### config.mk
export PLATFORM = sky130hd
export DESIGN_NAME = modular_exponentiation_flat
export DESIGN_NICKNAME = d
export VERILOG_FILES = /design/src/hw/rtl/mexp_pkg.sv /design/src/hw/rtl/mexp_if.sv /design/src/hw/rtl/mexp_ctrl.sv /design/src/hw/rtl/mexp_dp.sv /design/src/hw/rtl/modular_exponentiation.sv /design/src/flat_wrapper.sv
export SDC_FILE = /design/constraint.sdc
export NUM_CORES = 1
export LEC_CHECK = 0
export ABC_AREA = 1
export ABC_CLOCK_PERIOD_IN_PS = 6800
export BUFFER_PORTS_ARGS = -buffer_cell sky130_fd_sc_hd__buf_2
export CORE_MARGIN = 2
export CORE_UTILIZATION = 62
export CTS_BUF_LIST = sky130_fd_sc_hd__clkbuf_16
export DETAILED_ROUTE_END_ITERATION = 10
export PLACE_DENSITY_LB_ADDON = 0.3
export SYNTH_ARGS = -nofsm -noshare
export SYNTH_HDL_FRONTEND = slang
export SYNTH_SLANG_ARGS = --single-unit
### constraint.sdc
create_clock -name i_clk -period 6.8 [get_ports i_clk]
set_clock_uncertainty 0.05 [all_clocks]
set_input_delay 0 -clock i_clk [delete_from_list [all_inputs] [get_ports i_clk]]
set_output_delay 0 -clock i_clk [all_outputs]
set_load 0.03 [all_outputs]
### src/hw/rtl/mexp_pkg.sv
`timescale 1ns / 1ps
`default_nettype none
// ----------------------------------------------------------------------------
// Modular exponentiation package
// Word width, register indexes, controller states and the command and
// status groups between the controller and the datapath.
// ----------------------------------------------------------------------------
package mexp_pkg;

    localparam int WORD_BITS    = 32;
    localparam int CNT_BITS     = $clog2(WORD_BITS);
    localparam int CFG_IDX_BITS = 8;

    typedef logic [WORD_BITS-1:0]    t_word;
    typedef logic [CNT_BITS-1:0]     t_cnt;
    typedef logic [CFG_IDX_BITS-1:0] t_cfg_idx;

    localparam t_cnt LAST_CNT = CNT_BITS'(WORD_BITS - 1);

    typedef enum logic [CFG_IDX_BITS-1:0] {
        REG_MODULUS  = 8'd0,
        REG_EXPONENT = 8'd1
    } t_cfg_reg;

    typedef enum logic [1:0] {
        MSEL_REDUCE,
        MSEL_SQUARE,
        MSEL_MULT
    } t_mul_sel;

    typedef enum logic [3:0] {
        ST_IDLE,
        ST_RED_GO,
        ST_RED_WAIT,
        ST_SQ_GO,
        ST_SQ_WAIT,
        ST_MUL_GO,
        ST_MUL_WAIT,
        ST_NEXT,
        ST_FIN
    } t_state;

    typedef struct packed {
        logic     load;
        logic     mul_start;
        t_mul_sel mul_sel;
        logic     exp_shift;
        logic     res_load;
    } t_dp_cmd;

    typedef struct packed {
        logic mul_busy;
        logic exp_bit;
        logic exp_last;
        logic res_full;
    } t_dp_sts;

endpackage
`default_nettype wire

### src/hw/rtl/mexp_if.sv
`timescale 1ns / 1ps
`default_nettype none
// ----------------------------------------------------------------------------
// Modular exponentiation channel interfaces
// Message input, result output and configuration write channels.
// ----------------------------------------------------------------------------
interface mexp_msg_if;
    logic              valid;
    logic              ready;
    mexp_pkg::t_word   message;

    modport source (output valid, output message, input ready);
    modport sink (input valid, input message, output ready);
endinterface

interface mexp_res_if;
    logic              valid;
    logic              ready;
    mexp_pkg::t_word   result;

    modport source (output valid, output result, input ready);
    modport sink (input valid, input result, output ready);
endinterface

interface mexp_cfg_if;
    logic               valid;
    logic               ready;
    mexp_pkg::t_cfg_idx index;
    mexp_pkg::t_word    data;

    modport source (output valid, output index, output data, input ready);
    modport sink (input valid, input index, input data, output ready);
endinterface
`default_nettype wire

### src/hw/rtl/mexp_ctrl.sv
`timescale 1ns / 1ps
`default_nettype none
// ----------------------------------------------------------------------------
// Modular exponentiation controller
// Sequences reduction, square and multiply passes over the exponent bits.
// ----------------------------------------------------------------------------
module mexp_ctrl (
    input  wire logic              i_clk,
    input  wire logic              i_rst_n,
    input  wire logic              i_in_valid,
    output logic                   o_in_ready,
    output mexp_pkg::t_dp_cmd      o_cmd,
    input  wire mexp_pkg::t_dp_sts i_sts
);

    mexp_pkg::t_state r_state;
    mexp_pkg::t_state n_state;

    always_ff @(posedge i_clk) begin
        if (!i_rst_n) begin
            r_state <= mexp_pkg::ST_IDLE;
        end else begin
            r_state <= n_state;
        end
    end

    always_comb begin
        n_state = r_state;
        case (r_state)
            mexp_pkg::ST_IDLE: begin
                if (i_in_valid) begin
                    n_state = mexp_pkg::ST_RED_GO;
                end
            end
            mexp_pkg::ST_RED_GO:   n_state = mexp_pkg::ST_RED_WAIT;
            mexp_pkg::ST_RED_WAIT: begin
                if (!i_sts.mul_busy) begin
                    n_state = mexp_pkg::ST_SQ_GO;
                end
            end
            mexp_pkg::ST_SQ_GO:    n_state = mexp_pkg::ST_SQ_WAIT;
            mexp_pkg::ST_SQ_WAIT: begin
                if (!i_sts.mul_busy) begin
                    n_state = i_sts.exp_bit ? mexp_pkg::ST_MUL_GO : mexp_pkg::ST_NEXT;
                end
            end
            mexp_pkg::ST_MUL_GO:   n_state = mexp_pkg::ST_MUL_WAIT;
            mexp_pkg::ST_MUL_WAIT: begin
                if (!i_sts.mul_busy) begin
                    n_state = mexp_pkg::ST_NEXT;
                end
            end
            mexp_pkg::ST_NEXT: begin
                n_state = i_sts.exp_last ? mexp_pkg::ST_FIN : mexp_pkg::ST_SQ_GO;
            end
            mexp_pkg::ST_FIN: begin
                if (!i_sts.res_full) begin
                    n_state = mexp_pkg::ST_IDLE;
                end
            end
            default: n_state = mexp_pkg::ST_IDLE;
        endcase
    end

    always_comb begin
        o_in_ready      = 1'b0;
        o_cmd.load      = 1'b0;
        o_cmd.mul_start = 1'b0;
        o_cmd.mul_sel   = mexp_pkg::MSEL_REDUCE;
        o_cmd.exp_shift = 1'b0;
        o_cmd.res_load  = 1'b0;
        case (r_state)
            mexp_pkg::ST_IDLE: begin
                o_in_ready = 1'b1;
                o_cmd.load = i_in_valid;
            end
            mexp_pkg::ST_RED_GO: begin
                o_cmd.mul_start = 1'b1;
                o_cmd.mul_sel   = mexp_pkg::MSEL_REDUCE;
            end
            mexp_pkg::ST_SQ_GO: begin
                o_cmd.mul_start = 1'b1;
                o_cmd.mul_sel   = mexp_pkg::MSEL_SQUARE;
            end
            mexp_pkg::ST_MUL_GO: begin
                o_cmd.mul_start = 1'b1;
                o_cmd.mul_sel   = mexp_pkg::MSEL_MULT;
            end
            mexp_pkg::ST_NEXT: begin
                o_cmd.exp_shift = 1'b1;
            end
            mexp_pkg::ST_FIN: begin
                o_cmd.res_load = !i_sts.res_full;
            end
            default: begin
                o_in_ready = 1'b0;
            end
        endcase
    end

endmodule
`default_nettype wire

### src/hw/rtl/mexp_dp.sv
`timescale 1ns / 1ps
`default_nettype none
// ----------------------------------------------------------------------------
// Modular exponentiation datapath
// Key registers, bit-serial modular multiplier, exponent shifter and the
// result output register.
// ----------------------------------------------------------------------------
module mexp_dp (
    input  wire logic                i_clk,
    input  wire logic                i_rst_n,
    input  wire logic                i_cfg_we,
    input  wire mexp_pkg::t_cfg_idx  i_cfg_idx,
    input  wire mexp_pkg::t_word     i_cfg_data,
    input  wire mexp_pkg::t_word     i_msg,
    input  wire mexp_pkg::t_dp_cmd   i_cmd,
    output mexp_pkg::t_dp_sts        o_sts,
    output mexp_pkg::t_word          o_res,
    output logic                     o_res_valid,
    input  wire logic                i_res_ready
);

    localparam int W = mexp_pkg::WORD_BITS;

    mexp_pkg::t_word    r_modulus;
    mexp_pkg::t_word    r_exponent;
    mexp_pkg::t_word    r_base;
    mexp_pkg::t_word    r_acc;
    mexp_pkg::t_word    r_exp_sh;
    mexp_pkg::t_cnt     r_ecnt;
    mexp_pkg::t_word    r_mop_a;
    mexp_pkg::t_word    r_mop_b;
    mexp_pkg::t_word    r_mac;
    mexp_pkg::t_cnt     r_mcnt;
    mexp_pkg::t_mul_sel r_msel;
    logic               r_mul_busy;
    mexp_pkg::t_word    r_res;
    logic               r_res_valid;

    logic               mod_zero;
    logic [W:0]         dbl;
    logic [W:0]         dsub;
    mexp_pkg::t_word    dred;
    mexp_pkg::t_word    addend;
    logic [W:0]         sum;
    logic [W:0]         ssub;
    mexp_pkg::t_word    n_mac;
    mexp_pkg::t_word    acc_init;
    logic               mul_fin;

    always_ff @(posedge i_clk) begin
        if (!i_rst_n) begin
            r_modulus  <= W'(1);
            r_exponent <= W'(1);
        end else if (i_cfg_we) begin
            case (i_cfg_idx)
                mexp_pkg::REG_MODULUS:  r_modulus  <= i_cfg_data;
                mexp_pkg::REG_EXPONENT: r_exponent <= i_cfg_data;
                default:                r_modulus  <= r_modulus;
            endcase
        end
    end

    always_comb begin
        mod_zero = (r_modulus == '0);
        dbl      = {r_mac, 1'b0};
        dsub     = dbl - {1'b0, r_modulus};
        if (mod_zero || dsub[W]) begin
            dred = dbl[W-1:0];
        end else begin
            dred = dsub[W-1:0];
        end
        addend = r_mop_b[W-1] ? r_mop_a : '0;
        sum    = {1'b0, dred} + {1'b0, addend};
        ssub   = sum - {1'b0, r_modulus};
        if (mod_zero || ssub[W]) begin
            n_mac = sum[W-1:0];
        end else begin
            n_mac = ssub[W-1:0];
        end
        acc_init = (r_modulus == W'(1)) ? '0 : W'(1);
        mul_fin  = r_mul_busy && (r_mcnt == mexp_pkg::LAST_CNT);
    end

    always_ff @(posedge i_clk) begin
        if (!i_rst_n) begin
            r_mul_busy <= 1'b0;
        end else if (i_cmd.mul_start) begin
            r_mul_busy <= 1'b1;
        end else if (mul_fin) begin
            r_mul_busy <= 1'b0;
        end
    end

    always_ff @(posedge i_clk) begin
        if (i_cmd.mul_start) begin
            r_mac  <= '0;
            r_mcnt <= '0;
            r_msel <= i_cmd.mul_sel;
            case (i_cmd.mul_sel)
                mexp_pkg::MSEL_REDUCE: begin
                    r_mop_a <= W'(1);
                    r_mop_b <= r_base;
                end
                mexp_pkg::MSEL_SQUARE: begin
                    r_mop_a <= r_acc;
                    r_mop_b <= r_acc;
                end
                default: begin
                    r_mop_a <= r_base;
                    r_mop_b <= r_acc;
                end
            endcase
        end else if (r_mul_busy) begin
            r_mac   <= n_mac;
            r_mcnt  <= r_mcnt + 1'b1;
            r_mop_b <= {r_mop_b[W-2:0], 1'b0};
        end
    end

    always_ff @(posedge i_clk) begin
        if (i_cmd.load) begin
            r_base   <= i_msg;
            r_acc    <= mod_zero ? W'(1) : acc_init;
            r_exp_sh <= r_exponent;
            r_ecnt   <= '0;
        end else begin
            if (mul_fin) begin
                if (r_msel == mexp_pkg::MSEL_REDUCE) begin
                    r_base <= n_mac;
                end else begin
                    r_acc <= n_mac;
                end
            end
            if (i_cmd.exp_shift) begin
                r_exp_sh <= {r_exp_sh[W-2:0], 1'b0};
                r_ecnt   <= r_ecnt + 1'b1;
            end
        end
    end

    always_ff @(posedge i_clk) begin
        if (!i_rst_n) begin
            r_res_valid <= 1'b0;
        end else if (i_cmd.res_load) begin
            r_res_valid <= 1'b1;
        end else if (i_res_ready) begin
            r_res_valid <= 1'b0;
        end
    end

    always_ff @(posedge i_clk) begin
        if (i_cmd.res_load) begin
            r_res <= r_acc;
        end
    end

    assign o_sts.mul_busy = r_mul_busy;
    assign o_sts.exp_bit  = r_exp_sh[W-1];
    assign o_sts.exp_last = (r_ecnt == mexp_pkg::LAST_CNT);
    assign o_sts.res_full = r_res_valid;
    assign o_res          = r_res;
    assign o_res_valid    = r_res_valid;

endmodule
`default_nettype wire

### src/hw/rtl/modular_exponentiation.sv
`timescale 1ns / 1ps
`default_nettype none
// ----------------------------------------------------------------------------
// Modular exponentiation
// Raises each message word to the configured exponent modulo the configured
// modulus by square-and-multiply with a bit-serial modular multiplier.
//
//   Channel   Dir   Beat payload          Ready
//   i_msg     in    message               high while idle and out of reset
//   o_res     out   result                from consumer
//   i_cfg     in    index, data           high out of reset
//
// Each message takes one reduction, 32 squarings and one multiply per set
// exponent bit, each a modular multiply on the single multiplier, which
// takes one bit of the multiplier operand per cycle, plus an exponent shift
// step per exponent bit. Reset is synchronous and sets modulus and exponent
// to 1. A new message is taken while the previous result waits in the
// output register.
// ----------------------------------------------------------------------------
module modular_exponentiation (
    input  wire logic   i_clk,
    input  wire logic   i_rst_n,
    mexp_msg_if.sink    i_msg,
    mexp_res_if.source  o_res,
    mexp_cfg_if.sink    i_cfg
);

    mexp_pkg::t_dp_cmd cmd;
    mexp_pkg::t_dp_sts sts;
    logic              in_ready;

    assign i_msg.ready = in_ready && i_rst_n;
    assign i_cfg.ready = i_rst_n;

    mexp_ctrl u_ctrl (
        .i_clk      (i_clk),
        .i_rst_n    (i_rst_n),
        .i_in_valid (i_msg.valid),
        .o_in_ready (in_ready),
        .o_cmd      (cmd),
        .i_sts      (sts)
    );

    mexp_dp u_dp (
        .i_clk       (i_clk),
        .i_rst_n     (i_rst_n),
        .i_cfg_we    (i_cfg.valid),
        .i_cfg_idx   (i_cfg.index),
        .i_cfg_data  (i_cfg.data),
        .i_msg       (i_msg.message),
        .i_cmd       (cmd),
        .o_sts       (sts),
        .o_res       (o_res.result),
        .o_res_valid (o_res.valid),
        .i_res_ready (o_res.ready)
    );

endmodule
`default_nettype wire
### src/flat_wrapper.sv
// flat-port wrapper written by rule: the top's interface ports become plain ports
module modular_exponentiation_flat 
  (i_clk, i_rst_n, i_msg_valid, i_msg_message, i_msg_ready, o_res_valid, o_res_result, o_res_ready, i_cfg_valid, i_cfg_index, i_cfg_data, i_cfg_ready);
  mexp_msg_if i_msg_i ();
  mexp_res_if o_res_i ();
  mexp_cfg_if i_cfg_i ();
  input  wire logic i_clk;
  input  wire logic i_rst_n;
  input wire logic [$bits(i_msg_i.valid)-1:0] i_msg_valid;
  input wire logic [$bits(i_msg_i.message)-1:0] i_msg_message;
  output wire logic [$bits(i_msg_i.ready)-1:0] i_msg_ready;
  output wire logic [$bits(o_res_i.valid)-1:0] o_res_valid;
  output wire logic [$bits(o_res_i.result)-1:0] o_res_result;
  input wire logic [$bits(o_res_i.ready)-1:0] o_res_ready;
  input wire logic [$bits(i_cfg_i.valid)-1:0] i_cfg_valid;
  input wire logic [$bits(i_cfg_i.index)-1:0] i_cfg_index;
  input wire logic [$bits(i_cfg_i.data)-1:0] i_cfg_data;
  output wire logic [$bits(i_cfg_i.ready)-1:0] i_cfg_ready;
  assign i_msg_i.valid = i_msg_valid;
  assign i_msg_i.message = i_msg_message;
  assign i_msg_ready = i_msg_i.ready;
  assign o_res_valid = o_res_i.valid;
  assign o_res_result = o_res_i.result;
  assign o_res_i.ready = o_res_ready;
  assign i_cfg_i.valid = i_cfg_valid;
  assign i_cfg_i.index = i_cfg_index;
  assign i_cfg_i.data = i_cfg_data;
  assign i_cfg_ready = i_cfg_i.ready;
  modular_exponentiation u_core (.i_clk(i_clk), .i_rst_n(i_rst_n), .i_msg(i_msg_i), .o_res(o_res_i), .i_cfg(i_cfg_i));
endmodule
==> out/metrics.cfg <==
[setup_path]
critPathCaptureType = register
reg2reg_from = u_core.u_dp.r_modulus[1]
max_stage_delay_ns = 0.49
crit_top_cell = nand2_1
cp_top_family = simple AND/OR/NAND/NOR gates
worstPathRequired_ns = 7.03
r2r_slack_ns = 0.40
crit_start = u_core.u_dp.r_modulus[1]
crit_path_top_delay_cell = fa_1
crit_path_max_fanout = 31
timing.critical_path.buf_inv = 6
crit_path_start_kind = register
crit_type = reg2reg
crit_arrival_ns = 6.63

[floorplanning]
core_mm2 = 0.0317
die_x_um = 184
die_h_um = 184
rows = 65
die_area_mm2 = 0.0338
io_pins = 112
start_util = 0.632

[clocking]
clock_sinks = 306
htree_levels = 2
path_clk_slew_ns = 0.06
cts-root-buf = clkbuf_16
clkLatencyLatePin_ns = 0.53
cts_tree = done
cts.path.max_buffers = 3
cts_buffers = 34

[yosys]
ys_types = 49
synth.most_common_cell = nand2_1
synthCells = 2767
synth_top_area_share = 0.291
yosys_warnings = 0
synth_nets = 2946
yosysTopAreaCell = edfxtp_1
seq_area_frac_synth = 0.403
ys_ff_latch = 306
syn_area_mm2 = 0.0200
synth-edff-count = 194
synthTopCellsByCount = 967 x nand2_1, 385 x inv_1, 252 x nor2_1
synthArstFlopShare = 0
syn_avg_cell_area_um2 = 7.24
synth_area_leaders = edfxtp_1 29%, nand2_1 18%, dfxtp_1 11%
synth_flop_cell = edfxtp_1

[global_route]
grt_pass1_wl_mm = 101
grt_overflow_total = 0
grt_max_degree = 85
antenna_found_initial = 0
grt_pass1_vias = 18500
grt_use_total = 0.388

[sta]
clock.fmax_mhz = 156
final-setup-viol-count = 0
finalHoldViolCount = 6
setup_tns_ns = 0
fin_hold_ws_ns = -0.0143
post-route-period-util = 0.941
tightestPinTransition_ns = 1.23
layout_min_cycle_time_ns = 6.40
finalMaxSlewViolations = 0
rsz0062_at_grt = false
max_slew_margin = 0.183

[drt]
vias_per_cell = 5.76
wl_per_cell_um = 19.4
route.vias.total = 19500
ant_nets = 0
dr.pass1.iters = 6
drc = 0
first_iter_violations = 2283
wl_mm = 65.6

[run]
max_cap_violations = 0

[finish]
num_antenna_cells = 0
final_cell_area_mm2 = 0.0232
syn_to_final_growth_pct = 15.5
layout.nets = 3137
drive_above_1_share = 0.104
layout.cells.non_filler = 3386

[placement]
dp_cells = 3245
place.gp.congestion = 1.07
place_area_mm2 = 0.0211
dp_hpwl_mm = 48.4
port_buffers = 111

[outcome]
status = finished with violations
violations = hold timing

[worst_hold_path]
worstHoldStart = i_cfg_valid
hold_class = in2reg

==> routing by layer <==
metal  vias up  routed length (um)  global-route usage
met4         0                2670               0.139
met5         -                   0                   0
met1      8971               27000               0.526
met2      1117               29400               0.635
li1       9249                   -                   -
met3       175                6440              0.0563
==> worst paths after layout <==
path | to | depth (start not counted)
max | u_core.u_dp.r_base[8] | 39
min reg2reg | u_core.u_dp.r_exponent[29] | 2
max reg2reg | u_core.u_dp.r_base[8] | 39
min | u_core.u_dp.r_modulus[7] | 3
==> logic make-up after synthesis <==
| kind of cell | synth area share |
|---|---|
| flip-flops | 0.403 |
| AO/OA/AOI/OAI | 0.0900 |
| buffers and inverters | 0.0945 |
| XOR/XNOR | 0.0254 |
| AND/OR/NAND/NOR | 0.323 |
| adder cells (fa/ha/maj) | 0.0648 |
==> timing repair <==
action / CTS / global route
hold buffers: 74 / 0
setup buffers: 0 / 4
hold endpoints to repair: 95 / 0
setup endpoints to repair: 0 / 80
gates resized for setup: 0 / 6
==> worst reg2reg max path, delay by kind of cell, from the launching register on <==
kind | cells | cell delay (ns)
XOR/XNOR | 1 | 0.24
buffers and inverters | 6 | 0.92
AND/OR/NAND/NOR | 28 | 2.99
adder cells (fa/ha/maj) | 4 | 1.60
flip-flops | 1 | 0.34
==> state kept, by name (all words and copies together), names as in the netlist <==
register,count
u_core.u_dp.r_ecnt,5
u_core.u_dp.o_res_valid,1
u_core.u_dp.r_mop_a,32
u_core.u_dp.r_mac,32
u_core.u_dp.r_exp_sh,32
u_core.u_dp.o_res,32
u_core.u_ctrl.r_state,4
u_core.u_dp.r_base,32
u_core.u_dp.r_mop_b,32
u_core.u_dp.r_modulus,32
u_core.u_dp.r_mul_busy,1
u_core.u_dp.r_mcnt,5
u_core.u_dp.r_exponent,32
u_core.u_dp.r_acc,32
u_core.u_dp.r_msel,2
==> placed cells by master (no fill, tap or decap), types with 3 or more instances in the layout <==
cell type	instances
nand2_1	966
inv_1	390
nor2_1	247
edfxtp_1	194
a21oi_1	134
nand3_1	123
o21ai_0	116
dfxtp_1	112
buf_2	111
ha_1	98
dlygate4sd3_1	74
buf_4	44
clkbuf_16	36
a31oi_1	33
xnor2_1	31
xor2_1	26
nor3_1	25
nand4_1	25
nand3_2	22
nand2_2	20
nand3b_1	16
nand2_4	14
o21bai_1	12
nand4_4	10
nor2_2	9
clkinv_1	8
o21ai_1	8
bufinv_16	7
a21o_1	6
inv_2	6
and2_1	6
a21oi_2	5
nor4_1	5
o21a_1	4
nor2_4	4
buf_12	4
o211ai_1	3
fa_1	3
clkinv_2	3
==> metrics by stage <==
stage | worst slack [ns] | util
3_3_place_gp | 0.395 | 0.665
3_5_place_dp | 0.337 | 0.665
2_1_floorplan | 1.48 | -
4_1_cts | 0.293 | 0.727
5_1_grt | 0.00655 | 0.730
6_report | 0.401 | 0.730
==> layout make-up <==
cell class                      instances  area, um2
Timing Repair Buffer                  235       1730
Multi-Input combinational cell       1988      10200
Sequential cell                       306       8070
Fill cell                            2430       8570
Inverter                              393       1480
Clock buffer                           36        901
Clock inverter                         26        320
Tap cell                              402        503
Power is left out: the tool's default activity adds up to more than one toggle a clock period on the data nets, which glitch-free logic cannot reach.
